$ cat src/hw/rtl/cba_pkg.sv
`timescale 1ns / 1ps

package cba_pkg;

	// Default depth of the line store, in pixels per row.
	localparam int DEFAULT_MAX_WIDTH = 2048;

	// Register indexes on the configuration port and their reset values.
	localparam logic [1:0] CFG_FRAME_WIDTH  = 2'd0;
	localparam logic [1:0] CFG_FRAME_HEIGHT = 2'd1;
	localparam logic [11:0] FRAME_WIDTH_RESET  = 12'd640;
	localparam logic [15:0] FRAME_HEIGHT_RESET = 16'd480;

	// What an accepted item produces once it reaches the combine stage.
	localparam logic [2:0] KIND_NONE  = 3'd0; // no block finishes on this pixel
	localparam logic [2:0] KIND_PASS  = 3'd1; // 1x1 block, chroma kept
	localparam logic [2:0] KIND_HPAIR = 3'd2; // 2 columns, 1 row
	localparam logic [2:0] KIND_VPAIR = 3'd3; // 1 column, 2 rows
	localparam logic [2:0] KIND_FULL  = 3'd4; // full 2x2 block

	typedef struct packed {
		logic [7:0] y;
		logic [7:0] r;
		logic [7:0] b;
	} cba_pixel_t;

	// Control that travels with an item from the counters to the combine stage.
	typedef struct packed {
		logic [2:0] kind;
		logic       frame_end;
	} cba_item_t;

endpackage

$ cat src/hw/rtl/cba_ctrl.sv
`timescale 1ns / 1ps

module cba_ctrl #(
	parameter int MAX_WIDTH = cba_pkg::DEFAULT_MAX_WIDTH,
	parameter int CW = 12
) (
	input  logic                clk,
	input  logic                arst_n,
	input  logic                cfg_write,
	input  logic [1:0]          cfg_index,
	input  logic [15:0]         cfg_data,
	input  logic                accept,
	input  cba_pkg::cba_pixel_t pix,
	output cba_pkg::cba_pixel_t left,
	output cba_pkg::cba_item_t  item,
	output logic                store_wr,
	output logic [CW-2:0]       store_addr,
	output cba_pkg::cba_pixel_t store_even
);
	import cba_pkg::*;

	localparam int EW = (CW + 1 > 12) ? CW + 1 : 12;

	logic [11:0]   frame_width_q;
	logic [15:0]   frame_height_q;
	logic [CW-1:0] col_q;
	logic [15:0]   row_q;
	cba_pixel_t    left_q;

	logic [EW-1:0] width_ext;
	logic [EW-1:0] width_eff;
	logic [15:0]   height_eff;
	logic          narrow;
	logic          last_col;
	logic          last_row;
	logic          col_odd;
	logic          row_odd;

	// Effective frame size: zero counts as one, width saturates at MAX_WIDTH.
	always_comb begin
		width_ext = EW'(frame_width_q);
		if (frame_width_q == 12'd0) begin
			width_eff = EW'(1);
		end else if (width_ext > EW'(MAX_WIDTH)) begin
			width_eff = EW'(MAX_WIDTH);
		end else begin
			width_eff = width_ext;
		end
		height_eff = (frame_height_q == 16'd0) ? 16'd1 : frame_height_q;
	end

	assign narrow   = (width_eff < EW'(2)) || (height_eff < 16'd2);
	assign last_col = (EW'(col_q) + EW'(1)) >= width_eff;
	assign last_row = ({1'b0, row_q} + 17'd1) >= {1'b0, height_eff};
	assign col_odd  = col_q[0];
	assign row_odd  = row_q[0];

	// Decide what the pixel at the current position finishes.
	always_comb begin
		item.kind      = KIND_NONE;
		item.frame_end = last_col && last_row;
		store_wr       = 1'b0;
		if (narrow) begin
			item.kind = KIND_PASS;
		end else if (!row_odd) begin
			if (last_row) begin
				if (col_odd) begin
					item.kind = KIND_HPAIR;
				end else if (last_col) begin
					item.kind = KIND_PASS;
				end
			end else begin
				store_wr = accept && (col_odd || last_col);
			end
		end else begin
			if (col_odd) begin
				item.kind = KIND_FULL;
			end else if (last_col) begin
				item.kind = KIND_VPAIR;
			end
		end
	end

	// The even half of a stored pair is the previous pixel, or this one when
	// an odd last column leaves it alone.
	assign store_even = col_odd ? left_q : pix;
	assign store_addr = col_q[CW-1:1];
	assign left       = left_q;

	// Configuration registers, position counters and the previous pixel; a write to a known register restarts the frame.
	always_ff @(posedge clk or negedge arst_n) begin
		if (!arst_n) begin
			frame_width_q  <= FRAME_WIDTH_RESET;
			frame_height_q <= FRAME_HEIGHT_RESET;
			col_q          <= '0;
			row_q          <= '0;
			left_q         <= '0;
		end else begin
			if (cfg_write && (cfg_index == CFG_FRAME_WIDTH || cfg_index == CFG_FRAME_HEIGHT)) begin
				if (cfg_index == CFG_FRAME_WIDTH) begin
					frame_width_q <= cfg_data[11:0];
				end else begin
					frame_height_q <= cfg_data;
				end
				col_q <= '0;
				row_q <= '0;
			end else if (accept) begin
				if (last_col) begin
					col_q <= '0;
					row_q <= last_row ? 16'd0 : row_q + 16'd1;
				end else begin
					col_q <= col_q + CW'(1);
				end
			end
			// The previous pixel is the left half of any pair finished now.
			if (accept) begin
				left_q <= pix;
			end
		end
	end

endmodule

$ cat config.mk
export PLATFORM = sky130hd
export DESIGN_NAME = cba_ctrl
export DESIGN_NICKNAME = d
export VERILOG_FILES = /design/src/hw/rtl/cba_pkg.sv /design/src/hw/rtl/cba_ctrl.sv
export SDC_FILE = /design/constraint.sdc
export NUM_CORES = 1
export LEC_CHECK = 0
export ABC_AREA = 1
export ABC_CLOCK_PERIOD_IN_PS = 2900
export BUFFER_PORTS_ARGS = -buffer_cell sky130_fd_sc_hd__clkbuf_2
export CORE_MARGIN = 4
export CORE_UTILIZATION = 45
export CTS_CLUSTER_SIZE = 30
export DETAILED_ROUTE_END_ITERATION = 8
export GPL_TIMING_DRIVEN = 0
export PLACE_DENSITY_LB_ADDON = 0.15
export SYNTH_ARGS = -nofsm -noshare
export SYNTH_HDL_FRONTEND = slang
export SYNTH_SLANG_ARGS = --single-unit
$ cat constraint.sdc
create_clock -name clk -period 2.9 [get_ports clk]
set_input_delay 0.58 -clock clk [delete_from_list [all_inputs] [get_ports clk]]
set_output_delay 0.58 -clock clk [all_outputs]
set_load 0.02 [all_outputs]
### Yosys cells after proc, flatten, opt, wreduce, memory -nomap -nowiden

Cells that the tools add are included.
Widths: inputs -> output; s select.

* logic and storage cells: 53
* bits in writable memories: 0
* input bits: 46
* memories kept: 0
* latch bits: 0
* bits in read-only memories: 0
* register bits after elaboration: 80

* reductions and logical operators: 14
* multipliers: 0
* div/mod/pow operators: 0
* order comparisons: 5
* multiplexer cells: 21
* add/sub/neg operators: 4
* equality and inequality tests: 1
* shifts and indexed selects: 0
* bitwise logic cells: 1

Operators by type and width (count)
* $mux 16: 5
* $mux 12: 4
* $mux 24: 1
* $add 16x1->17 const B: 1
* $ge 17x16->1: 1
* $add 16x1->16 const B: 1
* $logic_not 16->1: 1
* $lt 16x2->1 const B: 1
* $add 12x1->13 const B: 1
* $ge 13x13->1: 1
* $lt 13x2->1 const B: 1
* $mux 13: 1
* $add 12x1->12 const B: 1
* $gt 12x12->1 const B: 1
* $logic_not 12->1: 1
* $mux 3: 3
* $mux 2: 3
* $reduce_and 2->1: 3
* $mux 1: 4
* $reduce_bool 2->1: 2
* $logic_and 1x1->1: 3
* $logic_or 1x1->1: 3
* $eq 2x1->1 const B: 1
* $logic_not 2->1: 1
* $not 1->1: 1

### Depth between registers and ports, before layout

* word-level depth: 9
* depth in mapped cells: 21
* mapped depth without buffers: 21

### Least setup slack after synthesis

Ideal clock, no wire load.

* path kind: reg2out
* from: reg row_q[0]
* to: out store_wr
* arrival time: 2769 ps
* buffers on the path: 0
* cell stages (with the launch flop): 19
* slack: -449 ps
* required time: 2320 ps
* cell sequence: dfrtp_1 > ha_1 > nand3_1 > nor2_4 > nand2_1 > o21ai_0 > nand2_1 > ha_1 > nand2_1 > nor2_1 > nand2_1 > nor2_1 > nor2_1 > nand3_1 > nor2_8 > nand2_2 > nor2_1 > nand2_1 > nor2_1

* cells in the longest elaborated chain, start to end: 5

Ends and longest elaborated chain
* start, declared: RTL line cba_ctrl.sv:27 `logic [15:0] row_q;`
* start signal, assigned: RTL line cba_ctrl.sv:110 `row_q <= last_row ? 16'd0 : row_q + 16'd1;`
* $add 16x1->17: RTL line cba_ctrl.sv:54 `assign last_row = ({1'b0, row_q} + 17'd1) >= {1'b0, height_eff};`
* $ge 17x16->1: RTL line cba_ctrl.sv:54
* $mux 1: RTL line cba_ctrl.sv:66 `if (last_row) begin`
* $mux 1 *: RTL line cba_ctrl.sv:65 `end else if (!row_odd) begin`
* $mux 1 *: RTL line cba_ctrl.sv:63 `if (narrow) begin`
* end, declared: RTL line cba_ctrl.sv:16 `output logic store_wr,`

Mark *: on every way between the ends. The rest lies on a longest branch, timed or not.

==> results.toml <==
[final_layout]
instances_no_fill = 1028
syn_to_final_growth_pct = 36.16
multi_input_area_sq_um = 3049
diodes = 0
seqCellArea_sq_um = 2016
finalNetCount = 956
drive_gt1_share_pct = 34.58
n_fill_cell = 994

[die]
io_pins = 110
start_util_pct = 46.01
die_w_um = 116.3
design.core.area_sq_um = 11470
rows = 39
fp.dieH_um = 116.3
dieArea_sq_um = 13520

[clock_tree]
clock_latency_ns = 0.33
cts.path.max_buffers = 2
numCtsBuffers = 9
path_clk_slew_ns = 0.06
cts_root_buffer = "clkbuf_16"
cts.sinks = 80
htreeDepth = 3
cts_tree = "yes"

[worst_setup_path]
worstPathRequired_ns = 2.32
cp_slowest_cell = "dfrtp_2"
r2r_end = "row_q[15]$_DFFE_PN0P_"
end_kind = "output pin"
r2r_slack_ns = -0.05
crit_type = "flip-flop to output pin"
r2r_cells = 20
r2r_start = "row_q[0]$_DFFE_PN0P_"
cp_data_arrival_time_ns = 2.97
cp-start-kind = "flip-flop"
worst-path-max-fanout = 4
cpPeakStageDelay_ns = 0.43
crit_chain = "ha_4, nand3_4, nor2_4, nand2_4, xor2_2, inv_2, ha_4, buf_4, nand2_1, o21a_1, nor2_4, nor2_8, buf_4, buf_12, a21oi_4, buf_8"

[sta]
tightest_slew_ns = 0.5543
min_period_ns = 3.547
clock_skew_ns = 0.007915
fin_ws_ns = -0.6472
slew-limit-headroom_pct = 63.05
clock.fmax_mhz = 281.9
setup_viol = 7
rsz0062_at_grt = "yes"
post-route-period-util_pct = 122.3
hold-worst-slack_ns = 0.2487
setup_tns_ns = -2.639
finalMaxSlewViolations = 0
hold_viol = 0

[job]
maxCapViolations = 0

[logic_synthesis]
synth_nets = 790
syn_area_per_cell_sq_um = 7.390
synth_mux_area_share_pct = 0
ys_seq_area_share_pct = 38.08
ys_ff_latch = 80
ys_warn_count = 0
synth_top_family_by_area = "simple AND/OR/NAND/NOR gates"
synthAdderAreaFrac_pct = 7.114
syn_area_sq_um = 5276
netlist_instances = 714
synth.distinct_cells = 39
synth_compound_area_share_pct = 14.49
synth_xor_area_share_pct = 2.656
synth_simple_gate_area_share_pct = 25.66

[route]
drtIter0Drc = 327
viasPerCell = 5.091
drtAntennaViolNets = 0
wirelength_um = 15410
drc = 0
wl_per_cell_um = 14.99
vias = 5234
first_pass_iters = 7

[grt]
grt_remaining_overflow = 0
grt_pass1_wl_um = 24670
grt_antenna_before_repair = 0
grt_max_degree = 46
grtUsageTotal_pct = 22.90
grt_pass1_vias = 5184

[power]
total_power_uw = 3928
power_density_nw_per_um2 = 546.7
vdd_drop_max_mv = 0.3313
p_leak_uw = 0.003802

[run_status]
violations = "negative setup slack"
status = "complete, but fails checks"

[hold_path]
hold_path.class = "primary input to asynchronous set/reset pin"

[placed_design]
dp_hpwl_um = 10860
dp.cells = 966
portBuffers = 108
place.gp.congestion = 0.8716
## where the power goes
part / leakage (uW) / internal [uW] / switching (uW)
clock network: 0.000157 / 783 / 459
registers: 0.00100 / 1260 / 120
logic: 0.00264 / 508 / 802
## synthesized netlist by cell type
cell type	n	area, sq um
nor2_4	1	11.26
a41o_1	1	10.01
o21a_1	2	15.01
buf_2	4	20.02
buf_4	13	97.59
nand3_1	21	105.1
ha_1	30	375.4
nor2_2	5	31.28
o21ai_0	83	415.4
buf_8	1	15.01
nand2_2	2	12.51
nor3_2	1	10.01
buf_12	1	20.02
nand2_1	192	720.7
nand3_4	1	17.52
and3_1	1	6.260
o21ai_2	19	166.4
nor4_1	4	25.02
nor2_8	1	20.02
and2_1	1	6.260
inv_2	3	11.26
o21bai_1	2	15.01
a21o_1	1	7.510
a21oi_1	18	90.09
xor2_1	13	113.9
xnor2_1	3	26.28
nand3_2	9	90.09
clkbuf_1	18	67.56
clkinv_1	1	3.750
nor2_1	52	195.2
dfrtp_1	74	1852
o21ai_1	9	45.04
nor3_1	4	20.02
dfstp_2	6	157.7
or2_1	1	6.260
nand4_1	5	31.28
nand2_4	2	22.52
nand3b_1	3	22.52
inv_1	106	397.9
## logic make-up (layout without fill, tap and decap cells)
kind of cell               count (synthesis)  after routing
DFF                                       80             80
xor gates and xnor gates                  16             16
buffers and inverters                    147            318
and+or+nand+nor                          306            306
adders and majority gates                 30             30
AOI/OAI and AO/OA                        135            135
## sequential cells by signal (all words and copies together), names as in the netlist
signal and count:
col_q 12, row_q 16, left 24, frame_width_q 12, frame_height_q 16
## routing by layer
metal / GRT usage [%] / up-vias / routed length, um
met2: 41.00 / 151 / 7912
met4: 8.121 / 0 / 372
met1: 27.30 / 2480 / 6382
met5: 0 / - / 0
met3: 4.456 / 30 / 744
li1: - / 2573 / -
## critical path, delay by kind of cell, from the launching register on
kind                       cells  cell delay (ns)
AOI/OAI and AO/OA              2             0.36
xor gates and xnor gates       1             0.16
adders and majority gates      2             0.45
buffers and inverters          5             0.57
DFF                            1             0.43
and+or+nand+nor                6             0.67
## through the flow
step	area, sq um	util (%)	worst slack (ns)
after floorplan	5373	-	-0.07011
after CTS	7012	61.15	-0.6192
after global placement	6092	53.13	-0.5094
final	7184	62.65	-0.6472
after detailed placement	6122	53.39	-0.5513
after global routing	7184	62.65	-0.8226
## repair_timing
| item | 4_1_cts | 5_1_grt |
|---|---|---|
| endpoints found under the setup margin | 30 | 31 |
| hold endpoints to repair | 0 | 0 |
| hold buffers | 0 | 0 |
| pin swaps | 38 | 26 |
| gates resized for setup | 63 | 38 |
| setup buffers | 41 | 6 |
## cell usage in the layout (no fill, tap or decap), drive strengths merged
cell type	n
a21oi	18
o21a	2
or2	1
and3	1
clkbuf	134
ha	30
buf	70
nor2	59
nand4	5
o21ai	111
xor2	13
o21bai	2
nand3b	3
xnor2	3
a41o	1
a21o	1
nor3	5
nand2	196
dfrtp	74
nand3	31
and2	1
bufinv	2
dfstp	6
inv	110
clkinv	2
nor4	4
## layout make-up
class | count | share of cell area, %
Multi-Input combinational cell | 487 | 42.44
Clock inverter | 4 | 1.080
Inverter | 110 | 5.782
Tap cell | 143 | 2.490
Sequential cell | 80 | 28.06
Timing Repair Buffer | 156 | 13.64
Clock buffer | 12 | 3.431
Buffer | 36 | 3.083
## worst max path at each step
stage                     to  cells after the start  slack, ns            startpoint
floorplan           store_wr                     18      -0.07  row_q[0]$_DFFE_PN0P_
global placement    store_wr                     21      -0.51  col_q[0]$_DFFE_PN0P_
detailed placement  store_wr                     19      -0.55  row_q[0]$_DFFE_PN0P_
CTS                 store_wr                     19      -0.62  row_q[0]$_DFFE_PN0P_
global route        store_wr                     19      -0.82  row_q[0]$_DFFE_PN0P_
finish               item[0]                     16      -0.65  row_q[0]$_DFFE_PN0P_
Power figures use the tool's default switching activity.
