File: src/hw/rtl/cba_pkg.sv
`timescale 1ns / 1ps

package cba_pkg;

	// Default depth of the line store, in pixels per row.
	localparam int DEFAULT_MAX_WIDTH = 2048;

	// Register indexes on the configuration port and their reset values.
	localparam logic [1:0] CFG_FRAME_WIDTH  = 2'd0;
	localparam logic [1:0] CFG_FRAME_HEIGHT = 2'd1;
	localparam logic [11:0] FRAME_WIDTH_RESET  = 12'd640;
	localparam logic [15:0] FRAME_HEIGHT_RESET = 16'd480;

	// What an accepted item produces once it reaches the combine stage.
	localparam logic [2:0] KIND_NONE  = 3'd0; // no block finishes on this pixel
	localparam logic [2:0] KIND_PASS  = 3'd1; // 1x1 block, chroma kept
	localparam logic [2:0] KIND_HPAIR = 3'd2; // 2 columns, 1 row
	localparam logic [2:0] KIND_VPAIR = 3'd3; // 1 column, 2 rows
	localparam logic [2:0] KIND_FULL  = 3'd4; // full 2x2 block

	typedef struct packed {
		logic [7:0] y;
		logic [7:0] r;
		logic [7:0] b;
	} cba_pixel_t;

	// Control that travels with an item from the counters to the combine stage.
	typedef struct packed {
		logic [2:0] kind;
		logic       frame_end;
	} cba_item_t;

endpackage

File: src/hw/rtl/cba_combine.sv
`timescale 1ns / 1ps

module cba_combine (
	input  logic                clk,
	input  logic                arst_n,
	input  logic                in_valid,
	output logic                in_stall,
	input  cba_pkg::cba_pixel_t pix,
	input  cba_pkg::cba_pixel_t left,
	input  cba_pkg::cba_item_t  item,
	input  cba_pkg::cba_pixel_t rd_even,
	input  cba_pkg::cba_pixel_t rd_odd,
	output logic                out_valid,
	input  logic                out_stall,
	output logic [7:0]          luma_top_left,
	output logic [7:0]          luma_top_right,
	output logic [7:0]          luma_bottom_left,
	output logic [7:0]          luma_bottom_right,
	output logic [7:0]          block_red,
	output logic [7:0]          block_blue,
	output logic [1:0]          block_columns,
	output logic [1:0]          block_rows,
	output logic                frame_end
);
	import cba_pkg::*;

	logic       valid_s1;
	cba_item_t  item_s1;
	cba_pixel_t pix_s1;
	cba_pixel_t left_s1;
	logic       out_valid_q;
	logic       move_s1;
	logic       accept;

	logic [7:0] tl, tr, bl, br, red, blue;
	logic [1:0] cols, rows;
	logic [9:0] sum_r, sum_b;

	// The stage moves when the output register is empty or being emptied.
	assign move_s1  = valid_s1 && (!out_valid_q || !out_stall);
	assign in_stall = valid_s1 && !move_s1;
	assign accept   = in_valid && !in_stall;

	// Place the luma samples and average the chroma samples present in the block.
	always_comb begin
		tl    = 8'd0;
		tr    = 8'd0;
		bl    = 8'd0;
		br    = 8'd0;
		cols  = 2'd1;
		rows  = 2'd1;
		sum_r = 10'd0;
		sum_b = 10'd0;
		red   = pix_s1.r;
		blue  = pix_s1.b;
		case (item_s1.kind)
			KIND_HPAIR: begin
				tl    = left_s1.y;
				tr    = pix_s1.y;
				cols  = 2'd2;
				sum_r = 10'(left_s1.r) + 10'(pix_s1.r);
				sum_b = 10'(left_s1.b) + 10'(pix_s1.b);
				red   = sum_r[8:1];
				blue  = sum_b[8:1];
			end
			KIND_VPAIR: begin
				tl    = rd_even.y;
				bl    = pix_s1.y;
				rows  = 2'd2;
				sum_r = 10'(rd_even.r) + 10'(pix_s1.r);
				sum_b = 10'(rd_even.b) + 10'(pix_s1.b);
				red   = sum_r[8:1];
				blue  = sum_b[8:1];
			end
			KIND_FULL: begin
				tl    = rd_even.y;
				tr    = rd_odd.y;
				bl    = left_s1.y;
				br    = pix_s1.y;
				cols  = 2'd2;
				rows  = 2'd2;
				sum_r = 10'(rd_even.r) + 10'(rd_odd.r) + 10'(left_s1.r) + 10'(pix_s1.r);
				sum_b = 10'(rd_even.b) + 10'(rd_odd.b) + 10'(left_s1.b) + 10'(pix_s1.b);
				red   = sum_r[9:2];
				blue  = sum_b[9:2];
			end
			default: begin
				tl = pix_s1.y;
			end
		endcase
	end

	// Stage 1 control and the output valid flag.
	always_ff @(posedge clk or negedge arst_n) begin
		if (!arst_n) begin
			valid_s1    <= 1'b0;
			out_valid_q <= 1'b0;
		end else begin
			if (accept) begin
				valid_s1 <= 1'b1;
			end else if (move_s1) begin
				valid_s1 <= 1'b0;
			end
			if (move_s1) begin
				out_valid_q <= (item_s1.kind != KIND_NONE);
			end else if (!out_stall) begin
				out_valid_q <= 1'b0;
			end
		end
	end

	// Payload registers of stage 1 and of the output.
	always_ff @(posedge clk) begin
		if (accept) begin
			item_s1 <= item;
			pix_s1  <= pix;
			left_s1 <= left;
		end
		if (move_s1) begin
			luma_top_left     <= tl;
			luma_top_right    <= tr;
			luma_bottom_left  <= bl;
			luma_bottom_right <= br;
			block_red         <= red;
			block_blue        <= blue;
			block_columns     <= cols;
			block_rows        <= rows;
			frame_end         <= item_s1.frame_end;
		end
	end

	assign out_valid = out_valid_q;

endmodule

File: config.mk
export PLATFORM = sky130hd
export DESIGN_NAME = cba_combine
export DESIGN_NICKNAME = d
export VERILOG_FILES = /design/src/hw/rtl/cba_pkg.sv /design/src/hw/rtl/cba_combine.sv
export SDC_FILE = /design/constraint.sdc
export NUM_CORES = 1
export LEC_CHECK = 0
export ABC_CLOCK_PERIOD_IN_PS = 3300
export BUFFER_PORTS_ARGS = -buffer_cell sky130_fd_sc_hd__buf_2
export CAP_MARGIN = 20
export CORE_MARGIN = 10
export CORE_UTILIZATION = 49
export CTS_CLUSTER_SIZE = 30
export DETAILED_ROUTE_END_ITERATION = 7
export PLACE_DENSITY_LB_ADDON = 0.3
export SLEW_MARGIN = 25
export SYNTH_ARGS = -nofsm -noshare
export SYNTH_HDL_FRONTEND = slang
export SYNTH_SLANG_ARGS = --single-unit
export TNS_END_PERCENT = 5
File: constraint.sdc
create_clock -name clk -period 3.3 [get_ports clk]
set_input_delay 0.33 -clock clk [delete_from_list [all_inputs] [get_ports clk]]
set_output_delay 0.33 -clock clk [all_outputs]
set_load 0.1 [all_outputs]
======== Word-level counts from Yosys, hierarchy flattened ========
Cells that the tools add are included.
word-level totals
  flip-flop bits (word level) ............. 107
  input bits .............................. 104
  output and inout bits ................... 55
operators by class
  add/sub/neg operators ................... 10
  eq/ne operators ......................... 4
  mux-type cells .......................... 11
  reduce and logical (&&, ||, !) cells .... 12
operators with widths
  kind                count
  $add 8x8->9         6
  $pmux 8 s2          3
  $pmux 8 s3          2
  $add 10x8->10       2
  $add 9x8->10        2
  $eq 3x2->1 const B  2
  $logic_not 1->1     4
  $mux 1              4
  $mux 2              2
  $reduce_or 2->1     2
  $eq 3x3->1 const B  1
  $logic_and 1x1->1   3
  $reduce_bool 3->1   1
  $ne 2x1->1 const B  1
  $reduce_bool 2->1   1
  $logic_or 1x1->1    1

======== Logic depth before layout (Yosys ltp) ========
Gate-level depths: netlist (run 1).
  word-level depth ........................ 8
  mapped depth ............................ 13

======== Worst setup path before layout (run 1) ========
OpenSTA, ideal clock, no wires.
  kind .................................... register -> register
  start ................................... register pix_s1[9] in the netlist's numbering
  end ..................................... register block_red[5] (data pin)
  arrival time ............................ 2892 ps
  required time ........................... 3033 ps
  setup slack ............................. 140 ps
  stages on the path, launching flop included .. 13
  path buffers ............................ 0
  period minus slack after synthesis ...... 3160 ps
  path through ............................ edfxtp_1 inv_1 fa_1 inv_1 fa_1 and3_1 fa_1 a21o_1 a21oi_1 o21ai_0 a21oi_1 xor2_1 o211ai_1
between the ends
  longest elaborated chain between the ends .. 2
  elaborated cells between the ends (all ways) .. 4
  those cells by class .................... add/sub (3); mux (1)
RTL lines
  item                                         line                RTL
  start: declaration                           cba_combine.sv:29   cba_pixel_t pix_s1;
  start signal: assignment                     cba_combine.sv:116  pix_s1 <= pix;
  $add 10x8->10, or another cell as far along  cba_combine.sv:82   sum_r = 10'(rd_even.r) + 10'(rd_odd.r) + 10'(left_s1.r) + 10'(pix_s1.r);
  $pmux 8 s3 (*)                               cba_combine.sv:56   case (item_s1.kind)
  named net red[5]                             cba_combine.sv:35   logic [7:0] tl, tr, bl, br, red, blue;
  end signal: assignment                       cba_combine.sv:124  block_red <= red;
  end: declaration                             cba_combine.sv:19   output logic [7:0] block_red,
The timed path passes the listed nets; every way through them passes the cells marked *.
A chain may end at the register's enable or synchronous reset.

======== Final worst setup path (run 1) ========
  start ................................... register pix_s1[1] in the netlist's numbering
  end ..................................... register block_blue[7] (data pin)
between the ends
  longest elaborated chain between the ends .. 2
  elaborated cells between the ends (all ways) .. 4
  those cells by class .................... add/sub (3); mux (1)
RTL lines
  item                                         line                RTL
  $add 10x8->10, or another cell as far along  cba_combine.sv:83   sum_b = 10'(rd_even.b) + 10'(rd_odd.b) + 10'(left_s1.b) + 10'(pix_s1.b);
  $pmux 8 s3 (*)                               cba_combine.sv:56
  named net blue[7]                            cba_combine.sv:35
  end signal: assignment                       cba_combine.sv:125  block_blue <= blue;
  end: declaration                             cba_combine.sv:20   output logic [7:0] block_blue,
Marked as above.

==> results of run 1 <==
[sequential cells by signal, indices dropped and copies added (netlist names)]
| signal | cells |
|---|---|
| luma_top_right | 8 |
| valid_s1 | 1 |
| pix_s1 | 24 |
| left_s1 | 24 |
| block_blue | 8 |
| frame_end | 1 |
| luma_bottom_right | 8 |
| block_rows | 2 |
| block_red | 8 |
| out_valid | 1 |
| block_columns | 2 |
| luma_bottom_left | 8 |
| item_s1 | 4 |
| luma_top_left | 8 |
[placed cells by master, fill, tap and decap left out, drive strengths merged, types with 3 or more instances in the layout]
cell | netlist | layout
clkbuf | 12 | 12
nand3 | 7 | 7
fa | 34 | 34
edfxtp | 105 | 105
buf | 10 | 173
a22oi | 17 | 17
nor2b | 12 | 12
ha | 28 | 28
nor2 | 28 | 28
and2 | 4 | 4
xor2 | 6 | 6
nand2 | 40 | 40
nand2b | 7 | 7
a21o | 6 | 6
o221ai | 3 | 3
nor3 | 4 | 4
a221o | 8 | 8
o21ai | 29 | 29
inv | 94 | 94
xnor2 | 13 | 13
a22o | 24 | 24
and3 | 11 | 11
o21bai | 4 | 4
a21oi | 21 | 21
o31ai | 3 | 3
o211ai | 7 | 7
[metal layers]
layer / vias up / routed length (µm) / GRT usage [%]
li1: 2325 / - / -
met1: 2359 / 6780 / 21.0
met2: 204 / 7880 / 30.4
met3: 31 / 1160 / 4.71
met4: 0 / 380 / 7.19
met5: - / 0 / 0
[path summary, 6_finish.rpt]
| check | from | to | slack [ps] | cells after the start |
|---|---|---|---|---|
| setup / recovery | pix_s1[1]$_DFFE_PP_ | block_blue[7]$_DFFE_PP_ | 120 | 12 |
| hold / removal | pix[18] | pix_s1[18]$_DFFE_PP_ | 150 | 1 |
| setup reg to reg | pix_s1[1]$_DFFE_PP_ | block_blue[7]$_DFFE_PP_ | 120 | 12 |
| hold reg to reg | item_s1[0]$_DFFE_PP_ | frame_end$_DFFE_PP_ | 420 | 0 |
| max in group asynchronous | arst_n | out_valid$_DFFE_PN0P_ | 2900 | 2 |
| min in group asynchronous | arst_n | valid_s1$_DFFE_PN0P_ | 300 | 2 |
[cells by family after synthesis]
kind of cell / share of synthesized area (%)
AOI/OAI and AO/OA: 15.2
xor gates and xnor gates: 2.58
and+or+nand+nor: 9.18
adders and majority gates: 16.0
DFF: 49.6
buffers and inverters: 6.99
muxes: 0.542
[area by class of cell]
cell class | count | area (µm²) | area share [%]
Timing Repair Buffer | 174 | 926 | 11.8
Tap cell | 172 | 215 | 2.75
Inverter | 94 | 353 | 4.50
Multi-Input combinational cell | 343 | 2840 | 36.3
Clock buffer | 12 | 246 | 3.15
Sequential cell | 107 | 3200 | 40.9
Clock inverter | 4 | 51.3 | 0.655
[power groups by stage]
stage	Clock, µW	Combinational [µW]	Sequential [µW]
2_1_floorplan	0	788	2230
3_3_place_gp	0	1590	1730
3_5_place_dp	0	1640	1730
4_1_cts	1100	1650	1710
5_1_grt	1160	1840	1720
6_report	1090	1680	1710
[what timing repair did]
action | in CTS | in global routing
gates resized for setup | 1 | 8
endpoints found under the hold margin | 2 | 0
hold buffers | 1 | 0
endpoints found under the setup margin | 1 | 6
buffers inserted | 0 | 1
pin swaps | 0 | 2
[per-stage QoR]
step                worst slack, ps  TNS (ps)  util, %  instances
floorplan                       140         0        -        566
global placement              -33.7     -54.8     58.7        888
detailed placement             -143      -384     58.7        888
CTS                            19.8         0     61.1        905
global route                  -31.0     -38.1     61.3        906
finish                          124         0     61.3        906
==> flow_metrics.py, run 1 <==
metrics = {
    "synth": {
        "yosysTopAreaCell": "edfxtp_1",
        "synthCells": 566,
        "synth_area_leaders": "edfxtp_1 49%, fa_1 11%, inv_1 5.5%, ha_1 5.4%, a22o_1 3.3%",
        "ys_seq_area_share_pct": 49.6,
        "synth_common_cells": "105 x edfxtp_1, 94 x inv_1, 40 x nand2_1, 34 x fa_1",
        "synth_nets": 732,
        "synth.distinct_cells": 52,
        "synth_edf_count": 105,
        "syn_area_per_cell_um2": 11.4,
        "netlist_area_um2": 6460,
        "synth_flop_cell": "edfxtp_1",
        "synth_top_area_share_pct": 48.8,
        "asyncSetResetFlopFracSynth_pct": 1.87,
        "ys.warnings.count": 0,
        "synth_most_common_cell": "edfxtp_1",
        "yosys_register_bits": 107,
    },
    "pwr": {
        "internal-power_uw": 2790,
        "leakage_uw": 0.00360,
        "power_frac_seq_pct": 38.1,
        "switching_share_pct": 37.7,
        "p_switching_uw": 1690,
        "power_frac_comb_pct": 37.6,
        "power.total_uw": 4480,
        "vdd_drop_max_uv": 333,
        "p_per_area_nw_per_um2": 572,
        "clockPowerShare_pct": 24.3,
    },
    "place": {
        "hpwl_um": 12200,
        "place_area_um2": 7490,
        "port-buffer-count": 158,
        "gp_congestion": 0.868,
    },
    "clocking": {
        "cts_root_buffer": "clkbuf_16",
        "cts_tree": "done",
        "clockBufferDepth": 2,
        "numCtsBuffers": 9,
        "htree_levels": 3,
        "clk_pin_slew_worst_paths_ps": 70,
        "cts_sinks": 107,
        "clk_latency_ps": 350,
    },
    "sta": {
        "clock_skew_ps": 4.48,
        "fin_hold_ws_ps": 153,
        "period_minus_slack_ps": 3180,
        "slew_headroom_pct": 56.5,
        "final_hold_viol_count": 0,
        "drv_slew": 0,
        "fmax_mhz": 315,
        "min_period_over_period_pct": 96.3,
        "setup_viol": 0,
        "rsz0062_at_grt": "yes",
        "worstMarginPinSlew_ps": 651,
    },
    "setup_path": {
        "crit_required_ps": 3390,
        "path_class": "reg -> reg",
        "critPathCaptureType": "flip-flop",
        "path_cells": "inv_1 > fa_1 > inv_1 > fa_1 > and3_1 > fa_2 > a21o_1 > a21oi_2 > nand2b_4 > a21oi_1 > o31ai_1 > nand3_1",
        "max_stage_delay_ps": 480,
        "path_max_fanout": 3,
        "worst_path_max_delay_cell": "fa_1",
        "critical_path.top_delay_family": "adder cells",
        "worst_setup_path_start_kind": "flip-flop",
        "worstPathArrival_ps": 3260,
        "critPathBufInv": 2,
    },
    "floorplanning": {
        "fp.dieW_um": 135,
        "num_rows": 41,
        "start_util_pct": 50.6,
        "floorplan.core_area_um2": 12800,
        "dieArea_um2": 18200,
        "io_pins": 159,
        "chipHeight_um": 135,
    },
    "final_layout": {
        "nFillCells": 1017,
        "design_area_um2": 7840,
        "n_antenna_cell": 0,
        "area_growth_pct": 21.2,
        "nets": 895,
        "drive_gt1_share_pct": 27.7,
    },
    "detailed_routing": {
        "drt-vias-per-instance": 5.43,
        "drc": 0,
        "ant_nets": 0,
        "wl_um": 16200,
        "vias": 4919,
        "drtIter0Drc": 388,
        "wl_per_cell_um": 17.9,
        "firstDrtPassIters": 5,
    },
    "grt": {
        "antenna_found_initial": 0,
        "grt_pass1_wl_um": 25800,
        "globalRouteOverflowTotal": 0,
        "gr-usage-all-layers_pct": 17.9,
        "grt_max_degree": 39,
        "grt_pass1_vias": 5218,
    },
    "status": {
        "status": "finished clean",
    },
    "worst_hold_path": {
        "hold_class": "in -> reg",
    },
    "run": {
        "maxCapViolations": 0,
    },
}
No activity file was read; power rests on OpenSTA's default activity.
==> run 2: changes to the inputs <==
--- a/config.mk
+++ b/config.mk
@@ -5,13 +5,14 @@
 export SDC_FILE = /design/constraint.sdc
 export NUM_CORES = 1
 export LEC_CHECK = 0
+export ABC_AREA = 1
 export ABC_CLOCK_PERIOD_IN_PS = 3300
-export BUFFER_PORTS_ARGS = -buffer_cell sky130_fd_sc_hd__buf_2
 export CAP_MARGIN = 20
 export CORE_MARGIN = 10
-export CORE_UTILIZATION = 49
+export CORE_UTILIZATION = 58
 export CTS_CLUSTER_SIZE = 30
 export DETAILED_ROUTE_END_ITERATION = 7
+export DONT_BUFFER_PORTS = 1
 export PLACE_DENSITY_LB_ADDON = 0.3
 export SLEW_MARGIN = 25
 export SYNTH_ARGS = -nofsm -noshare
==> flow_metrics.py, run 2 <==
metrics = {
    "setup_path": {
        "path_cells": "inv_1 > fa_1 > fa_1 > inv_1 > ha_1 > nand2_1 > o21ai_0 > nand2_1 > o21ai_0 > nand2_1 > nand3_1 > nand3_1",
        "worst_path_max_delay_cell": "fa_1",
        "path_class": "reg -> reg",
        "max_stage_delay_ps": 510,
        "worst_setup_path_start_kind": "flip-flop",
        "crit_required_ps": 3440,
        "crit_top_cell": "nand2_1",
        "critPathCaptureType": "flip-flop",
        "path_max_fanout": 4,
        "worstPathArrival_ps": 3170,
    },
    "clocking": {
        "clk_latency_ps": 380,
        "clk_pin_slew_worst_paths_ps": 110,
        "cts_root_buffer": "clkbuf_8",
        "cts_tree": "done",
        "cts_sinks": 107,
        "cts_setup_buffers": 0,
        "htree_levels": 3,
        "numCtsBuffers": 9,
        "clockBufferDepth": 2,
    },
    "synth": {
        "asyncSetResetFlopFracSynth_pct": 1.87,
        "yosysTopAreaCell": "edfxtp_1",
        "netlist_area_um2": 6250,
        "synth_most_common_cell": "inv_1",
        "syn_area_per_cell_um2": 10.2,
        "ys_seq_area_share_pct": 51.2,
        "synth_flop_cell": "edfxtp_1",
        "synth_nets": 776,
        "synth_edf_count": 105,
        "synth_area_leaders": "edfxtp_1 50%, fa_1 11%, inv_1 8.0%, nand2_1 6.5%, ha_1 5.6%",
        "yosys_register_bits": 107,
        "ys.warnings.count": 0,
        "synth_common_cells": "133 x inv_1, 109 x nand2_1, 105 x edfxtp_1, 36 x o21ai_0, 34 x fa_1",
        "synthCells": 610,
        "synth_top_area_share_pct": 50.4,
        "synth.distinct_cells": 35,
    },
    "sta": {
        "fmax_mhz": 330,
        "fin_hold_ws_ps": 35.9,
        "worstMarginPinSlew_ps": 960,
        "drv_slew": 0,
        "tns_ps": 0,
        "slew_headroom_pct": 36.1,
        "min_period_over_period_pct": 91.8,
        "rsz0062_at_grt": "no",
        "setup_viol": 0,
        "clock_skew_ps": 11.4,
        "final_hold_viol_count": 0,
        "period_minus_slack_ps": 3030,
    },
    "place": {
        "gp_congestion": 0.906,
        "port-buffer-count": 0,
        "hpwl_um": 11600,
        "place_area_um2": 6430,
    },
    "detailed_routing": {
        "ant_nets": 0,
        "wl_per_cell_um": 19.2,
        "drtIter0Drc": 366,
        "firstDrtPassIters": 5,
        "wl_um": 14600,
        "drt-vias-per-instance": 5.58,
        "drc": 0,
        "vias": 4253,
    },
    "final_layout": {
        "design_area_um2": 6630,
        "nFillCells": 827,
        "final_cell_mix": "132 x inv_1, 109 x nand2_1, 105 x edfxtp_1",
        "nets": 785,
        "drive_gt1_share_pct": 6.57,
        "final_common_cell": "inv_1",
        "top_regs": "left_s1 x24, pix_s1 x24",
        "area_growth_pct": 6.06,
    },
    "floorplanning": {
        "dieArea_um2": 15300,
        "fp.dieW_um": 124,
        "num_rows": 37,
        "io_pins": 159,
        "start_util_pct": 60.0,
        "chipHeight_um": 124,
        "floorplan.core_area_um2": 10400,
    },
    "worst_hold_path": {
        "hold_class": "in -> reg",
    },
    "grt": {
        "antenna_found_initial": 4,
        "met3_usage_pct": 6.92,
        "grt_pass1_wl_um": 22300,
        "gr-usage-all-layers_pct": 19.1,
        "met2_usage_pct": 32.3,
        "grtUsageMet1_pct": 22.6,
        "grt_max_degree": 54,
        "globalRouteOverflowTotal": 0,
        "busiest_layer": "met2",
        "grt_pass1_vias": 4320,
    },
    "pwr": {
        "vdd_drop_max_uv": 281,
        "power.total_uw": 4120,
        "p_per_area_nw_per_um2": 622,
        "leakage_uw": 0.00296,
    },
    "status": {
        "status": "finished clean",
    },
    "run": {
        "maxCapViolations": 0,
    },
}
[run 2: logic make-up (layout without fill, tap and decap cells)]
| logic type | Yosys count | after routing | share of synthesized area (%) |
|---|---|---|---|
| DFF | 107 | 107 | 51.2 |
| xor gates and xnor gates | 3 | 3 | 0.420 |
| buffers and inverters | 150 | 164 | 9.33 |
| other | 0 | 2 | 0 |
| and+or+nand+nor | 181 | 181 | 12.6 |
| AOI/OAI and AO/OA | 107 | 107 | 9.89 |
| adders and majority gates | 62 | 62 | 16.5 |
[run 2: metrics by stage]
stage / setup slack (ps) / std cells / utilization (%)
global placement: 326 / 743 / 61.8
floorplan: -459 / 610 / -
global route: 14.7 / 761 / 63.6
finish: 269 / 762 / 63.7
detailed placement: 273 / 743 / 61.8
CTS: 251 / 760 / 63.6
[run 2: cell type report]
cell class	count	area [µm²]	area share, %
inverters	139	522	7.87
clock inverters	7	57.6	0.868
well taps	136	170	2.57
diodes	2	5.00	0.0755
clock buffers	9	124	1.87
repair buffers	9	70.1	1.06
flip-flops and latches	107	3200	48.3
multi-input cells	353	2480	37.4
[run 2: worst paths after layout]
path	from	to	slack (ps)	cells after the start
max	pix_s1[3]$_DFFE_PP_	block_blue[4]$_DFFE_PP_	270	12
min	item[3]	item_s1[3]$_DFFE_PP_	40	0
max reg2reg	pix_s1[3]$_DFFE_PP_	block_blue[4]$_DFFE_PP_	270	12
min reg2reg	item_s1[0]$_DFFE_PP_	frame_end$_DFFE_PP_	450	0
max in group asynchronous	arst_n	out_valid$_DFFE_PN0P_	3010	1
min in group asynchronous	arst_n	valid_s1$_DFFE_PN0P_	170	1
[run 2: report_power, final]
part / internal, µW / switching, µW / total, µW
registers: 1680 / 659 / 2340
logic: 360 / 661 / 1020
clock network: 287 / 476 / 763
[run 2: timing repair]
item / 4_1_cts / 5_1_grt
hold endpoints to repair: 2 / 0
gates resized for setup: 0 / 0
hold buffers: 1 / 0
[run 2: critical path, delay by kind of cell, from the launching register on]
family | cells | cell delay (ps)
compound gates | 2 | 540
simple gates | 5 | 420
fa+ha+maj | 3 | 1280
buf+inv | 2 | 130
flops | 1 | 430
[run 2: layer usage]
metal,part of all wire [%],vias up
li1,-,2039
met4,0.99,4
met5,0.21,-
met1,39,1998
met3,11,15
met2,49,197
==> run 3: changes to the inputs <==
--- a/config.mk
+++ b/config.mk
@@ -7,12 +7,11 @@
 export LEC_CHECK = 0
 export ABC_AREA = 1
 export ABC_CLOCK_PERIOD_IN_PS = 3300
-export CAP_MARGIN = 20
+export BUFFER_PORTS_ARGS = -buffer_cell sky130_fd_sc_hd__buf_2
 export CORE_MARGIN = 10
-export CORE_UTILIZATION = 58
+export CORE_UTILIZATION = 49
 export CTS_CLUSTER_SIZE = 30
 export DETAILED_ROUTE_END_ITERATION = 7
-export DONT_BUFFER_PORTS = 1
 export PLACE_DENSITY_LB_ADDON = 0.3
 export SLEW_MARGIN = 25
 export SYNTH_ARGS = -nofsm -noshare
==> flow_metrics.py, run 3 (synthesis gave the netlist of run 2 again) <==
metrics = {
    "detailed_routing": {
        "top_layer": "met4",
        "wl_um": 15300,
        "wl_per_cell_um": 16.0,
        "ant_nets": 0,
        "met1_length_um": 6670,
        "drt-vias-per-instance": 5.02,
        "firstDrtPassIters": 6,
        "drtIter0Drc": 330,
        "wl_met2_um": 7040,
        "drc": 0,
        "dr_wl_met3_um": 1270,
        "vias": 4787,
    },
    "final_layout": {
        "nFillCells": 1041,
        "drive_gt1_share_pct": 25.5,
        "top_regs": "left_s1 x24, pix_s1 x24",
        "final_cell_mix": "158 x buf_2, 132 x inv_1, 109 x nand2_1",
        "fin_util_pct": 60.4,
        "final_common_cell": "buf_2",
        "n_antenna_cell": 0,
        "area_growth_pct": 21.5,
        "design_area_um2": 7590,
        "nets": 942,
    },
    "setup_path": {
        "worst_setup_path_start_kind": "flip-flop",
        "path_max_fanout": 3,
        "worstPathArrival_ps": 3180,
        "r2r_slack_ps": 220,
        "rr_worst_depth": 12,
        "critPathCaptureType": "flip-flop",
        "path_class": "reg -> reg",
        "crit_required_ps": 3400,
    },
    "clocking": {
        "clk_latency_ps": 350,
        "numCtsBuffers": 9,
        "cts_sinks": 107,
        "cts_tree": "done",
        "clk_pin_slew_worst_paths_ps": 70,
        "clockBufferDepth": 2,
        "cts_root_buffer": "clkbuf_16",
        "htree_levels": 3,
    },
    "worst_hold_path": {
        "min_path_cells": 1,
        "hold_class": "in -> reg",
    },
    "floorplanning": {
        "io_pins": 159,
        "dieArea_um2": 17700,
        "num_rows": 41,
        "start_util_pct": 49.7,
        "floorplan.core_area_um2": 12600,
        "chipHeight_um": 133,
        "fp.dieW_um": 133,
    },
    "sta": {
        "rsz0062_at_grt": "no",
        "final_hold_viol_count": 0,
        "worstMarginPinSlew_ps": 801,
        "clock_skew_ps": 5.56,
        "period_minus_slack_ps": 3080,
        "min_period_over_period_pct": 93.3,
        "drv_slew": 0,
        "fmax_mhz": 325,
        "setup_viol": 0,
        "slew_headroom_pct": 46.5,
    },
    "grt": {
        "globalRouteOverflowTotal": 0,
        "grt_pass1_vias": 5124,
        "gr-usage-all-layers_pct": 17.3,
        "grt_max_degree": 38,
        "antenna_found_initial": 0,
        "grt_pass1_wl_um": 24700,
    },
    "status": {
        "status": "finished clean",
    },
    "pwr": {
        "vdd_drop_max_uv": 250,
        "p_per_area_nw_per_um2": 609,
        "leakage_uw": 0.00366,
    },
    "place": {
        "hpwl_um": 12100,
        "port-buffer-count": 158,
        "gp_congestion": 0.887,
        "place_area_um2": 7260,
    },
    "run": {
        "maxCapViolations": 0,
    },
}
[run 3: worst max-delay path: stages (launching register included)]
cell and delay [ps]:
edfxtp_1 420, inv_1 90, fa_1 480, inv_1 50
fa_1 450, nand3_1 140, inv_1 60, fa_1 420
nand3_1 110, nand2_1 110, nor3b_1 160, o21ai_0 210
nand3_1 110
[run 3: final timing paths]
kind / to / from
min reg2reg: frame_end$_DFFE_PP_ / item_s1[0]$_DFFE_PP_
min in group asynchronous: out_valid$_DFFE_PN0P_ / arst_n
max reg2reg: block_red[7]$_DFFE_PP_ / pix_s1[9]$_DFFE_PP_
max: block_red[7]$_DFFE_PP_ / pix_s1[9]$_DFFE_PP_
max in group asynchronous: valid_s1$_DFFE_PN0P_ / arst_n
min: pix_s1[15]$_DFFE_PP_ / pix[15]
[run 3: report_power, final]
part	switching (µW)	internal (µW)	total, µW
combinational	1300	456	1760
clock	526	610	1140
sequential	55.6	1670	1730
[run 3: what timing repair did]
action,CTS,global route
hold endpoints to repair,2,0
buffers inserted,0,0
endpoints found under the setup margin,0,1
hold buffers,1,0
gates resized for setup,0,1
[run 3: per-layer routing]
| metal | track usage (%) | vias to the layer above |
|---|---|---|
| met5 | 0 | - |
| met4 | 7.52 | 0 |
| met3 | 4.66 | 23 |
| met2 | 28.3 | 211 |
| met1 | 21.1 | 2195 |
| li1 | - | 2358 |
[run 3: area by class of cell]
type | count | area [µm²] | area share (%)
clock buffer | 9 | 225 | 2.97
clock inverter | 7 | 92.6 | 1.22
inverter | 139 | 522 | 6.87
multi-input combinational | 353 | 2480 | 32.7
sequential | 107 | 3200 | 42.2
tap | 172 | 215 | 2.83
timing repair buffer | 166 | 853 | 11.2
[run 3: per-stage QoR]
| stage | TNS [ps] | cells | total power (µW) | hold slack [ps] | setup WS, ps |
|---|---|---|---|---|---|
| 2_1_floorplan | -23870 | 610 | 3130 | 34.4 | -459 |
| 3_3_place_gp | 0 | 936 | 3460 | 115 | 328 |
| 3_5_place_dp | 0 | 936 | 3500 | 120 | 232 |
| 4_1_cts | 0 | 953 | 4640 | 134 | 248 |
| 5_1_grt | 0 | 953 | 4900 | 134 | 48.0 |
| 6_report | 0 | 953 | 4620 | 147 | 222 |
